### src/hw/rtl/thp_pkg.sv
// shared types and constants for the sensor compensation core
package thp_pkg;

  localparam int DIV_W      = 64;
  localparam int Q_DEPTH    = 4;
  localparam int Q_AW       = (Q_DEPTH > 1) ? $clog2(Q_DEPTH) : 1;
  localparam int Q_CW       = $clog2(Q_DEPTH + 1);
  localparam int CFG_IDX_W  = 3;
  localparam int CFG_DATA_W = 64;

  localparam logic signed [33:0] P_TFINE_OFS = 34'sd128000;
  localparam logic [20:0]        P_RAW_FULL  = 21'd1048576;
  localparam logic signed [63:0] P_SCALE     = 64'sd3125;
  localparam logic signed [31:0] H_TFINE_OFS = 32'sd76800;
  localparam logic signed [31:0] H_MAX       = 32'sd419430400;
  localparam logic signed [31:0] H_W_OFS     = 32'sd2097152;
  localparam logic signed [31:0] H_X_RND     = 32'sd16384;
  localparam logic signed [31:0] H_W_RND     = 32'sd8192;
  localparam logic signed [31:0] H_Z_OFS     = 32'sd32768;
  localparam logic [16:0]        HUM_OUT_MAX = 17'd102400;

  typedef enum logic [CFG_IDX_W-1:0] {
    CFG_TEMP_CAL  = 3'd0,
    CFG_PRESS_LO  = 3'd1,
    CFG_PRESS_HI  = 3'd2,
    CFG_MIXED_CAL = 3'd3,
    CFG_HUM_CAL   = 3'd4
  } thp_cfg_idx_t;

  typedef struct packed {
    logic [47:0] temp_cal;
    logic [63:0] press_lo;
    logic [63:0] press_hi;
    logic [47:0] mixed;
    logic [31:0] hum;
  } thp_cal_t;

  typedef struct packed {
    logic signed [31:0] tfine;
    logic signed [31:0] temp;
    logic [19:0]        adc_p;
    logic [15:0]        adc_h;
  } thp_sample_t;

  typedef struct packed {
    logic signed [31:0] temp;
    logic [16:0]        hum;
    logic               dz;
  } thp_side_t;

endpackage

### src/hw/rtl/thp_queue.sv
// small queue between front and back
module thp_queue (
  input  logic                 clk,
  input  logic                 rst_n,
  input  logic                 push,
  input  thp_pkg::thp_sample_t wdata,
  input  logic                 pop,
  output thp_pkg::thp_sample_t rdata,
  output logic                 full,
  output logic                 empty
);

  thp_pkg::thp_sample_t        mem_r [thp_pkg::Q_DEPTH];
  logic [thp_pkg::Q_AW-1:0]    wp_r, rp_r, wp_nxt, rp_nxt;
  logic [thp_pkg::Q_CW-1:0]    cnt_r;

  assign wp_nxt = (wp_r == thp_pkg::Q_AW'(thp_pkg::Q_DEPTH - 1)) ? '0 : wp_r + 1'b1;
  assign rp_nxt = (rp_r == thp_pkg::Q_AW'(thp_pkg::Q_DEPTH - 1)) ? '0 : rp_r + 1'b1;
  assign full   = (cnt_r == thp_pkg::Q_CW'(thp_pkg::Q_DEPTH));
  assign empty  = (cnt_r == '0);
  assign rdata  = mem_r[rp_r];

  always_ff @(posedge clk) begin
    if (!rst_n) begin
      wp_r  <= '0;
      rp_r  <= '0;
      cnt_r <= '0;
    end else begin
      if (push) wp_r <= wp_nxt;
      if (pop) rp_r <= rp_nxt;
      cnt_r <= cnt_r + thp_pkg::Q_CW'(push) - thp_pkg::Q_CW'(pop);
    end
  end

  always_ff @(posedge clk) begin
    if (push) begin
      mem_r[wp_r] <= wdata;
    end
  end

endmodule

### config.mk
export PLATFORM = sky130hd
export DESIGN_NAME = thp_queue
export DESIGN_NICKNAME = d
export VERILOG_FILES = /design/src/hw/rtl/thp_pkg.sv /design/src/hw/rtl/thp_queue.sv
export SDC_FILE = /design/constraint.sdc
export NUM_CORES = 1
export LEC_CHECK = 0
export BUFFER_PORTS_ARGS = -buffer_cell sky130_fd_sc_hd__buf_2
export CORE_MARGIN = 5
export CORE_UTILIZATION = 26
export CTS_CLUSTER_SIZE = 16
export DETAILED_ROUTE_END_ITERATION = 6
export PLACE_DENSITY = 0.43
export SLEW_MARGIN = 20
export SYNTH_ARGS = -nofsm -noshare
export SYNTH_HDL_FRONTEND = slang
export SYNTH_SLANG_ARGS = --single-unit
### constraint.sdc
create_clock -name clk -period 3.85 [get_ports clk]
set_clock_uncertainty 0.15 [all_clocks]
set_input_delay 0.1925 -clock clk [delete_from_list [all_inputs] [get_ports clk]]
set_output_delay 0.1925 -clock clk [all_outputs]
set_load 0.02 [all_outputs]
======== Yosys cells after proc, flatten, opt, wreduce, memory -nomap -nowiden ========
Memories as Yosys holds them, arrays and structs flattened. A register that Yosys moved wholly into a read port is not among the register bits.
Cells that the tools add are included.
storage, ports and cells
  word-level logic and storage cells ...... 18
  bits in writable memories ............... 400
  output and inout bits ................... 102
  memories ................................ 1
  bits in registers ....................... 7
memory list
  name   depth  bits a word  read ports  clocked after memory_dff  write ports  RTL line         RTL
  mem_r  4      100          1           1                         1            thp_queue.sv:13  thp_pkg::thp_sample_t mem_r [thp_pkg::Q_DEPTH];
operators by class
  reductions and logical operators ........ 1
  add/subtract/negate cells ............... 4
  equal/unequal tests ..................... 3
  mux-type cells .......................... 6
operators with widths
  cell                                          count
  two-way mux 2 bit                             4
  adder 2 x 1 -> 2 bit (second input constant)  2
  == test 2 bit (second input constant)         2
  adder 3 x 1 -> 3 bit                          1
  == test 3 bit (second input constant)         1
  zero test 3 bit                               1
  subtractor 3 x 1 -> 3 bit                     1
  two-way mux 1 bit                             2

======== Longest topological paths before layout ========
  depth in word-level cells ............... 4
  mapped depth ............................ 7
  gate-level depth less buffers ........... 7

======== Least setup slack after synthesis ========
OpenSTA, ideal clock, no wires.
  kind .................................... reg2reg
  start point ............................. reg wp_r[0] (netlist bit)
  end point ............................... mem mem_r[0][0] (netlist bit) (enable)
  slack ................................... 0.381 ns
  arrival ................................. 2.849 ns
  buffers on the path ..................... 0
  setup time .............................. 0.470 ns
  clock period less this slack ............ 3.469 ns
  data required time ...................... 3.230 ns
  cell stages (with the launch flop) ...... 4
  cells stage by stage .................... dfxtp_1 inv_1 ha_1 and2_1
RTL lines
  what                    RTL line         RTL
  start, declared         thp_queue.sv:14  logic [thp_pkg::Q_AW-1:0] wp_r, rp_r, wp_nxt, rp_nxt;
  start signal, assigned  thp_queue.sv:29  if (push) wp_r <= wp_nxt;
  end, declared           thp_queue.sv:13
No word-level cell before the write port.

==> impl_metrics.json <==
{
  "drv.max_cap_violation_count": 0,
  "ys_seq_area_frac": 0.813,
  "type_of_the_worst_setup_path": "reg -> out",
  "syn2layout_area_growth_pct": 29.5,
  "cpMaxStageDelayCell": "sky130_fd_sc_hd__dfxtp_4",
  "route.top_layer_used": "met4",
  "io-pin-count": 206,
  "layout-drive-gt1-share": 0.412,
  "cp.required_ps": 3510,
  "fin_nets": 1027,
  "clk_path_buf_depth": 3,
  "grt_start_max_net_pins": 101,
  "final_common_cell": "sky130_fd_sc_hd__edfxtp_1",
  "grt_pass1_wl_um": 49900,
  "start_point_of_the_worst_min_delay_path": "wdata[22]",
  "cts_root_buf": "sky130_fd_sc_hd__clkbuf_16",
  "ctsHtreeMaxLevel": 2,
  "finalCriticalPeriod_ps": 2670,
  "route.detailed.vias_per_inst": 4.12,
  "layout.cells.most_common_list": "sky130_fd_sc_hd__edfxtp_1, sky130_fd_sc_hd__buf_2, sky130_fd_sc_hd__dlygate4sd3_1",
  "vias_in_the_first_global_route": 7978,
  "post-route-util": 0.338,
  "via_count": 7082,
  "slew_violations": 0,
  "grt_antenna_before_repair": 1,
  "detailed_place_hpwl_um": 19000,
  "post-route-period-util": 0.694,
  "power_frac_seq": 0.496,
  "avgSynthCellArea_um2": 26.5,
  "clk_transition_reported_paths_ps": 50,
  "critical_path.reg2reg.endpoint": "mem_r[2][35]",
  "rsz0062_at_grt": "false",
  "maxClockFrequency_mhz": 374,
  "power.density_nw_per_um2": 533,
  "max_stage_delay_ps": 590,
  "setup_ws_ps": 1180,
  "r2r_start": "wp_r[0]",
  "postRouteWirelength_um": 32900,
  "leakagePower_nw": 6.49,
  "cell_internal_pwr_mw": 7.98,
  "worst_skew_pair.late_latency_ps": 560,
  "starting_density": 0.261,
  "critical_path.endpoint_type": "output pin",
  "die_x_um": 250,
  "cts.repair_timing.setup_buffer_count": 0,
  "timing.critical_path.cells": "buf_4 -> mux4_2 -> buf_2",
  "fin_worst_hold_slack_ps": 230,
  "wl_met1_um": 13900,
  "timing.final.hold_violations": 0,
  "drc": 0,
  "clockPowerShare": 0.404,
  "drt_first_iter_violations": 424,
  "hold_path.class": "in -> reg",
  "die_area_um2": 62500,
  "final.setup.tns_ps": 0,
  "power.share.combinational": 0.100,
  "synth_warnings": 0,
  "post_synth_instance_area_um2": 15000,
  "critical_path_arrival_ps": 2330,
  "min_delay_path_depth": 2,
  "routed_wire_length_on_met2_um": 16100,
  "power_switching_share": 0.230,
  "worst_slew_pin_slew_ps": 736,
  "power_switching_mw": 2.38,
  "status": "complete, no violations",
  "synthesis.instances": 566,
  "preCtsSetupSlack_ps": 1630,
  "die_height_um": 250,
  "cp_max_fo": 16,
  "synthesis.nets": 678,
  "worstRegToRegCells": 4,
  "avgRoutedWirePerCell_um": 19.1,
  "timing.final.setup_violations": 0,
  "holdPathEnd": "mem_r[2][22]",
  "tritoncts_sinks": 409,
  "yosys_register_bits": 409,
  "tritoncts.num_buffers": 48,
  "floorplan.core_area_um2": 57400,
  "drtPass1Iterations": 4,
  "ir_drop_mv": 0.347,
  "r2r_slack_ps": 1700,
  "drtAntennaViolNets": 0,
  "place.port_buffers": 205,
  "ys_types": 19,
  "final_replace_weighted_congestion": 0.673,
  "overflow": 0,
  "maxSlewHeadroom": 0.509,
  "clock_tree_from_tritoncts": "yes",
  "row_count": 88,
  "timing.critical_path.from_type": "register",
  "met3_length_um": 2080,
  "global_route_usage_sum": 0.104
}
-- power groups by stage --
| stage | sequential (mW) | clock, mW | combinational (mW) |
|---|---|---|---|
| floorplan | 5.22 | 0 | 0.622 |
| global placement | 5.23 | 0 | 0.983 |
| detailed placement | 5.23 | 0 | 0.987 |
| CTS | 5.14 | 4.37 | 1.08 |
| global route | 5.15 | 4.56 | 1.12 |
| finish | 5.13 | 4.18 | 1.04 |
-- layout make-up --
| type | instances | area, µm² |
|---|---|---|
| Clock buffer | 62 | 1290 |
| Clock inverter | 26 | 170 |
| Sequential cell | 409 | 12200 |
| Multi-Input combinational cell | 128 | 2510 |
| Tap cell | 765 | 957 |
| Timing Repair Buffer | 321 | 2240 |
| Fill cell | 5423 | 38000 |
| Antenna cell | 1 | 2.50 |
| Inverter | 7 | 26.3 |
-- critical path: cells and delay by family (launching register included) --
family / cells / cell delay (ps)
flip-flops: 1 / 590
multiplexers: 1 / 570
buffers and inverters: 2 / 590
-- per-layer routing --
| metal | vias up | GRT usage |
|---|---|---|
| met1 | 3710 | 0.131 |
| met4 | 0 | 0.0337 |
| met3 | 67 | 0.0324 |
| li1 | 3141 | - |
| met2 | 164 | 0.170 |
| met5 | - | 0 |
-- sequential cells by signal, summed over array words and instances, names as in the netlist, named ones only --
signal / cells
cnt_r: 3
wp_r: 2
mem_r: 400
rp_r: 2
-- worst max-delay path by stage --
stage | slack (ps) | from | cells past startpoint | end
after floorplan | 380 | wp_r[0] | 3 | mem_r[0][0]
after global placement | 1620 | wp_r[0] | 4 | mem_r[2][55]
after detailed placement | 1630 | wp_r[0] | 3 | mem_r[3][51]
after CTS | 1030 | register | 3 | rdata[64]
after global routing | 990 | register | 3 | rdata[64]
final | 1180 | register | 3 | rdata[64]
-- repair_timing --
action | CTS | global route
resized for setup | 0 | 0
hold buffers | 103 | 0
hold endpoints to repair | 409 | 0
-- stage by stage --
stage	power [mW]	cells	instance area, µm²
6_report	10.4	1719	19400
3_3_place_gp	6.21	1527	16900
3_5_place_dp	6.22	1527	16900
5_1_grt	10.8	1718	19400
4_1_cts	10.6	1718	19400
2_1_floorplan	5.84	566	15000
-- cells by family (layout without fill, tap and decap cells) --
kind of cell    Yosys count  after routing  synth area share
flops                   409            409             0.813
compound gates            2              2          0.000668
mux                     102            102             0.152
fa+ha+maj                 8              8           0.00718
buf+inv                  29            416            0.0195
xor+xnor                  1              1           0.00159
simple gates             15             15           0.00601
other cells               0              1                 0
-- synth_stat cells --
cell                       number  area [µm²]
sky130_fd_sc_hd__a21oi_1        2        10.0
sky130_fd_sc_hd__and2_1         6        37.5
sky130_fd_sc_hd__and3_1         1        6.26
sky130_fd_sc_hd__buf_1          1        3.75
sky130_fd_sc_hd__buf_12        10         200
sky130_fd_sc_hd__buf_2         10        50.1
sky130_fd_sc_hd__buf_6          1        11.3
sky130_fd_sc_hd__dfxtp_1        9         180
sky130_fd_sc_hd__edfxtp_1     400       12000
sky130_fd_sc_hd__fa_1           1        20.0
sky130_fd_sc_hd__ha_1           7        87.6
sky130_fd_sc_hd__inv_1          7        26.3
sky130_fd_sc_hd__mux2i_1        2        20.0
sky130_fd_sc_hd__mux4_2       100        2250
sky130_fd_sc_hd__nand2b_1       2        12.5
sky130_fd_sc_hd__nor2_1         3        11.3
sky130_fd_sc_hd__nor3_1         1        5.00
sky130_fd_sc_hd__or3b_2         2        17.5
sky130_fd_sc_hd__xor3_1         1        23.8
Note: power is estimated with default switching activity, not from simulation.
