File: src/hw/rtl/thp_pkg.sv
// shared types and constants for the sensor compensation core
package thp_pkg;

  localparam int DIV_W      = 64;
  localparam int Q_DEPTH    = 4;
  localparam int Q_AW       = (Q_DEPTH > 1) ? $clog2(Q_DEPTH) : 1;
  localparam int Q_CW       = $clog2(Q_DEPTH + 1);
  localparam int CFG_IDX_W  = 3;
  localparam int CFG_DATA_W = 64;

  localparam logic signed [33:0] P_TFINE_OFS = 34'sd128000;
  localparam logic [20:0]        P_RAW_FULL  = 21'd1048576;
  localparam logic signed [63:0] P_SCALE     = 64'sd3125;
  localparam logic signed [31:0] H_TFINE_OFS = 32'sd76800;
  localparam logic signed [31:0] H_MAX       = 32'sd419430400;
  localparam logic signed [31:0] H_W_OFS     = 32'sd2097152;
  localparam logic signed [31:0] H_X_RND     = 32'sd16384;
  localparam logic signed [31:0] H_W_RND     = 32'sd8192;
  localparam logic signed [31:0] H_Z_OFS     = 32'sd32768;
  localparam logic [16:0]        HUM_OUT_MAX = 17'd102400;

  typedef enum logic [CFG_IDX_W-1:0] {
    CFG_TEMP_CAL  = 3'd0,
    CFG_PRESS_LO  = 3'd1,
    CFG_PRESS_HI  = 3'd2,
    CFG_MIXED_CAL = 3'd3,
    CFG_HUM_CAL   = 3'd4
  } thp_cfg_idx_t;

  typedef struct packed {
    logic [47:0] temp_cal;
    logic [63:0] press_lo;
    logic [63:0] press_hi;
    logic [47:0] mixed;
    logic [31:0] hum;
  } thp_cal_t;

  typedef struct packed {
    logic signed [31:0] tfine;
    logic signed [31:0] temp;
    logic [19:0]        adc_p;
    logic [15:0]        adc_h;
  } thp_sample_t;

  typedef struct packed {
    logic signed [31:0] temp;
    logic [16:0]        hum;
    logic               dz;
  } thp_side_t;

endpackage

File: src/hw/rtl/thp_front.sv
// front pipeline: temperature and fine temperature per sample
module thp_front (
  input  logic                clk,
  input  logic                rst_n,
  input  thp_pkg::thp_cal_t   cal,
  input  logic                in_valid,
  output logic                in_ready,
  input  logic [19:0]         raw_t,
  input  logic [19:0]         raw_p,
  input  logic [15:0]         raw_h,
  input  logic                q_full,
  output logic                q_push,
  output thp_pkg::thp_sample_t q_wdata
);

  logic [3:0]         fv_r;
  logic               en;
  logic [15:0]        t1;
  logic signed [15:0] t2;
  logic signed [15:0] t3;
  logic signed [31:0] a_c;
  logic signed [31:0] d_c;

  logic signed [31:0] m1_r, dd_r, v1t_r, m2_r, tfine3_r, tfine4_r, temp_r;
  logic [19:0]        p1_r, p2_r, p3_r, p4_r;
  logic [15:0]        h1_r, h2_r, h3_r, h4_r;

  assign t1 = cal.temp_cal[15:0];
  assign t2 = $signed(cal.temp_cal[31:16]);
  assign t3 = $signed(cal.temp_cal[47:32]);

  assign a_c = $signed({15'b0, raw_t[19:3]} - {15'b0, t1, 1'b0});
  assign d_c = $signed({16'b0, raw_t[19:4]} - {16'b0, t1});

  assign en       = !(fv_r[3] && q_full);
  assign in_ready = en;
  assign q_push   = fv_r[3] && !q_full;
  assign q_wdata  = '{tfine: tfine4_r, temp: temp_r, adc_p: p4_r, adc_h: h4_r};

  always_ff @(posedge clk) begin
    if (!rst_n) begin
      fv_r <= '0;
    end else if (en) begin
      fv_r <= {fv_r[2:0], in_valid};
    end
  end

  always_ff @(posedge clk) begin
    if (en) begin
      m1_r     <= a_c * t2;
      dd_r     <= d_c * d_c;
      p1_r     <= raw_p;
      h1_r     <= raw_h;
      v1t_r    <= m1_r >>> 11;
      m2_r     <= (dd_r >>> 12) * t3;
      p2_r     <= p1_r;
      h2_r     <= h1_r;
      tfine3_r <= v1t_r + (m2_r >>> 14);
      p3_r     <= p2_r;
      h3_r     <= h2_r;
      tfine4_r <= tfine3_r;
      temp_r   <= (tfine3_r * 32'sd5 + 32'sd128) >>> 8;
      p4_r     <= p3_r;
      h4_r     <= h3_r;
    end
  end

endmodule

File: config.mk
export PLATFORM = sky130hd
export DESIGN_NAME = thp_front
export DESIGN_NICKNAME = d
export VERILOG_FILES = /design/src/hw/rtl/thp_pkg.sv /design/src/hw/rtl/thp_front.sv
export SDC_FILE = /design/constraint.sdc
export NUM_CORES = 2
export LEC_CHECK = 0
export BUFFER_PORTS_ARGS = -buffer_cell sky130_fd_sc_hd__buf_2
export CORE_ASPECT_RATIO = 1.5
export CORE_UTILIZATION = 56
export DETAILED_ROUTE_END_ITERATION = 8
export PLACE_DENSITY = 0.78
export SLEW_MARGIN = 20
export SYNTH_ARGS = -nofsm -noshare
export SYNTH_HDL_FRONTEND = slang
export SYNTH_SLANG_ARGS = --single-unit
export TNS_END_PERCENT = 50
File: constraint.sdc
create_clock -name clk -period 7.2 [get_ports clk]
set_input_delay 0 -clock clk [delete_from_list [all_inputs] [get_ports clk]]
set_output_delay 0 -clock clk [all_outputs]
set_load 0.01 [all_outputs]
* Word level (Yosys, flattened, before mapping)
Cells that the tools add are included.
** Cells by class
- Reductions and logical operators :: 4
- Add/subtract/negate cells :: 4
- Multiply operators :: 4
** Operator list (count)
- $add 32x9->32 const B :: 1
- $mul 17x17->32 :: 1
- $mul 18x16->32 :: 1
- $mul 20x16->32 :: 1
- $mul 32x4->32 const B :: 1
- $add 21x18->22 :: 1
- $sub 17x17->18 :: 1
- $sub 16x16->17 :: 1
- $logic_and 1x1->1 :: 2
- $logic_not 1->1 :: 2
** Storage, ports and cells
- Input bits :: 316
- Output and inout bits :: 102
- Word-level logic and storage cells :: 28
- Flip-flop bits (word level) :: 353

* Depth between registers and ports, before layout
- Depth in word-level cells :: 2
- Depth in mapped cells :: 35

* Worst setup path before layout
No wires, ideal clock.
- Path type :: in2reg
- From :: input port cal[209] (netlist name)
- To :: register dd_r[31] (data pin)
- Path slack :: -0.551 ns
- Buffers on the path :: 2
- Required time :: 6.932 ns
- Stages on the path :: 32
- Data arrival time :: 7.484 ns
- Setup time :: 0.268 ns
- Path through :: inv_1 ha_1 nor2b_1 o31a_1 or4_4 nand4_2 a31oi_4 a21o_1 a21o_1 xor2_1 clkbuf_1 clkbuf_1 nand2_1 fa_1 fa_1 inv_1 fa_1 fa_1 fa_1 inv_1 fa_1 inv_1 ha_1 a21oi_1 nand2_1 a21o_1 a21oi_1 o2111ai_1 a21oi_1 o21ai_1 a21oi_1 xnor3_1
** Between the ends
- Word-level cells in the longest chain between the ends :: 2
** Ends and longest elaborated chain
- start, declared :: line thp_front.sv:5 : input thp_pkg::thp_cal_t cal,
- $sub 16x16->17 :: line thp_front.sv:33 : assign d_c = $signed({16'b0, raw_t[19:4]} - {16'b0, t1});
- $mul 17x17->32 :: line thp_front.sv:51 : dd_r <= d_c * d_c;
- end signal, assigned :: line thp_front.sv:51
- end, declared :: line thp_front.sv:24 : logic signed [31:0] m1_r, dd_r, v1t_r, m2_r, tfine3_r, tfine4_r, temp_r;
No other way between the ends.
A chain may end at the register's enable or synchronous reset.

* Worst setup path after layout
- From :: input port cal[209] (netlist name)
- To :: register m1_r[29] (data pin)
** Between the ends
- Word-level cells in the longest chain between the ends :: 2
** Ends and longest elaborated chain
- $sub 17x17->18 :: line thp_front.sv:32 : assign a_c = $signed({15'b0, raw_t[19:3]} - {15'b0, t1, 1'b0});
- $mul 18x16->32 :: line thp_front.sv:50 : m1_r <= a_c * t2;
- end signal, assigned :: line thp_front.sv:50
- end, declared :: line thp_front.sv:24
No other way between the ends.

==> flow_summary_export.csv <==
group,metric,value,unit
sta,finalCriticalPeriod,6.98,ns
layout,syn_to_final_growth,13.4,%
routing,wl_met1,32300,um
grt,track_usage,26.5,%
routing,route.detailed.drc,0,
sta,fin_crit_sh,96.9,%
routing,vias_per_cell,5.34,
critical_path,slowest_delay,0.52,ns
routing,ant_nets,0,
floorplanning,dieArea,74600,um2
synth,syn_area,41200,um2
sta,final-max-slew-violation-count,0,
synth,synth_edf_count,292,
floorplanning,core_area,72700,um2
layout,nNetsFinal,5813,
clock_tree,clockRootBuffer,"clkbuf_16",
clock_tree,cts_tree,"done",
routing,wl_per_cell,17.8,um
synth,synthArstFlopShare,0,%
critical_path,worstSetupStartpointType,"input pin",
layout,n_fill_cell,5535,
critical_path,worstPathMaxFanout,6,
clock_tree,htree_levels,1,
routing,routed_wirelength,94000,um
synth,ys_types,71,
grt,antenna_found_initial,5,
critical_path,crit_required,7.50,ns
placement,numPortBuffers,206,
synth,synthFlopType,"edfxtp_1",
flow_run,max_cap_viol_count,0,
placement,pre_cts_ws,-0.487,ns
grt,grt_max_degree,126,
clock_tree,cts_sinks,296,
floorplanning,die-height,334,um
placement,finalWeightedCongestion,0.922,
synth,ys_ff_latch,296,
critical_path,slowest_stage,"fa_1",
routing,wl_met3,5130,um
synth,yosysSeqAreaShare,21.5,%
critical_path,cpMostUsedCell,"fa_1",
layout,multi_input_area,28300,um2
sta,layout_setup_ws,0.223,ns
synth,synth_area_per_cell,10.5,um2
min_path,hold_path.class,"in -> reg",
run_status,status,"complete, no violations",
critical_path,crit_arrival,7.28,ns
layout,final_layout_size_suffix_gt1_share,13.8,%
critical_path,cp-end-kind,"register",
routing,routed.top_layer,"met5",
layout,final_common_cell,"inv_1",
floorplanning,rows,121,
grt,grt_pass1_vias,31500,
floorplanning,start_util,56.6,%
routing,vias,28300,
sta,slew_headroom,28.9,%
grt,grt_pass1_wl,155000,um
layout,seqCellArea,8850,um2
layout,final_cell_mix,"inv_1 (982), fa_1 (816), nand2_1 (467), ha_1 (323), edfxtp_1 (292)",
placement,place_inst,5190,
routing,drt-initial-drc-count,1355,
synth,synth_cells,3926,
clock_tree,cts_buffers,28,
synth,syn_nets,5390,
sta,finalSetupViolations,0,
sta,fmax,0.143,GHz
placement,hpwlAfterDp,77600,um
floorplanning,chipWidth,223,um
sta,rsz0062_at_grt,"yes",
grt,grt-ovfl-total,0,
critical_path,cp_top_family,"adder cells",
synth,yosysWarnings,0,
clock_tree,clk_path_buf_depth,3,
sta,tightest_slew,1.07,ns
routing,first_pass_iters,6,
critical_path,worstSetupPathType,"in -> reg",
layout,stdcell_count,5297,
sta,timing.final.hold_violations,0,
clock_tree,clock_latency,0.56,ns
floorplanning,io-pin-count,418,
clock_tree,clkTransAtPathRegs,0.06,ns
critical_path,worst-path-buf-inv,6,
sta,fin_skew,0.0112,ns
routing,wl_met2,50800,um
-- cells in the mapped netlist, types with 3 or more instances --
cell type / n / area share, %
a21o_1: 40 / 0.73
nand4_1: 12 / 0.18
ha_1: 330 / 10
buf_2: 5 / 0.061
clkbuf_1: 109 / 0.99
a31o_2: 3 / 0.064
o31ai_1: 5 / 0.091
nand2_1: 470 / 4.3
o211ai_1: 5 / 0.091
and4_1: 3 / 0.064
o21a_1: 22 / 0.40
o21bai_1: 6 / 0.11
nor2_1: 135 / 1.2
nor2b_1: 34 / 0.52
or2_2: 5 / 0.076
nor3_1: 15 / 0.18
edfxtp_1: 292 / 21
dfxtp_1: 4 / 0.19
o21ai_0: 37 / 0.45
nor3b_1: 4 / 0.073
fa_1: 818 / 40
nand3b_1: 4 / 0.073
xor2_1: 33 / 0.70
o22ai_1: 4 / 0.061
inv_2: 4 / 0.036
buf_1: 6 / 0.055
xnor2_1: 110 / 2.3
and2_1: 213 / 3.2
buf_4: 18 / 0.33
clkinv_1: 6 / 0.055
a211o_1: 3 / 0.064
nand3_1: 15 / 0.18
and3_1: 10 / 0.15
a21oi_1: 67 / 0.81
a31oi_1: 6 / 0.091
inv_1: 984 / 9.0
nand2b_1: 36 / 0.55
a211oi_1: 6 / 0.11
a21boi_0: 8 / 0.15
-- stage by stage --
| step | setup TNS, ns | hold slack (ns) | cell area, um2 | util (%) |
|---|---|---|---|---|
| 6_report | 0 | 0.160 | 46700 | 64.2 |
| 5_1_grt | -0.365 | 0.149 | 46700 | 64.2 |
| 4_1_cts | 0 | 0.135 | 46500 | 64.0 |
| 3_5_place_dp | -5.74 | 0.179 | 45200 | 62.1 |
| 3_3_place_gp | -2.84 | 0.178 | 45200 | 62.1 |
| 2_1_floorplan | -0.192 | 0.0464 | 41400 | - |
-- kinds of logic after synthesis --
| group | share of synthesized area, % |
|---|---|
| AOI/OAI and AO/OA | 3.92 |
| xor gates and xnor gates | 3.27 |
| adders and majority gates | 49.8 |
| buffers and inverters | 10.5 |
| DFF | 21.5 |
| muxes | 0.0243 |
| and+or+nand+nor | 11.0 |
-- worst paths after layout --
check	from	end	slack (ns)	cells after the start
worst max-delay path	cal[209]	m1_r[29]$_DFFE_PN_	0.22	32
worst min-delay path	raw_h[11]	h1_r[11]$_DFFE_PN_	0.16	2
worst max register to register	dd_r[22]$_DFFE_PN_	m2_r[31]$_DFFE_PN_	0.37	22
worst min register to register	p3_r[12]$_DFFE_PN_	p4_r[12]$_DFFE_PN_	0.42	0
-- area by class of cell --
| class | count | share of cell area, % |
|---|---|---|
| repair buffers | 531 | 7.99 |
| clock buffers | 30 | 1.54 |
| flip-flops and latches | 296 | 19.0 |
| inverters | 994 | 8.00 |
| well taps | 922 | 2.47 |
| diodes | 4 | 0.0214 |
| multi-input cells | 2498 | 60.6 |
| clock inverters | 22 | 0.456 |
-- layer usage --
metal / GRT usage (%) / vias to the layer above
li1: - / 12600
met1: 28.9 / 14300
met2: 49.9 / 1018
met3: 2.99 / 360
met4: 14.4 / 2
met5: 0 / -
-- worst register-to-register path, delay by kind of cell, from the launching register on --
kind	cells	cell delay (ns)
compound gates	8	1.98
buf+inv	5	0.27
xor+xnor	1	0.24
fa+ha+maj	7	3.34
flops	1	0.64
simple gates	1	0.14
-- flip-flops by register name, summed over array words and instances, names as in the netlist, 21 cells and up --
name and flops:
temp_r 24, tfine3_r 22, m1_r 21, v1t_r 21, tfine4_r 22
-- repair_timing --
action,4_1_cts,5_1_grt
gates resized for setup,0,18
hold buffers,41,0
hold endpoints to repair,40,0
buffers inserted,0,10
setup endpoints to repair,0,13
Power is left out: the tool's default activity adds up to more than one toggle a clock period on the data nets, which glitch-free logic cannot reach.
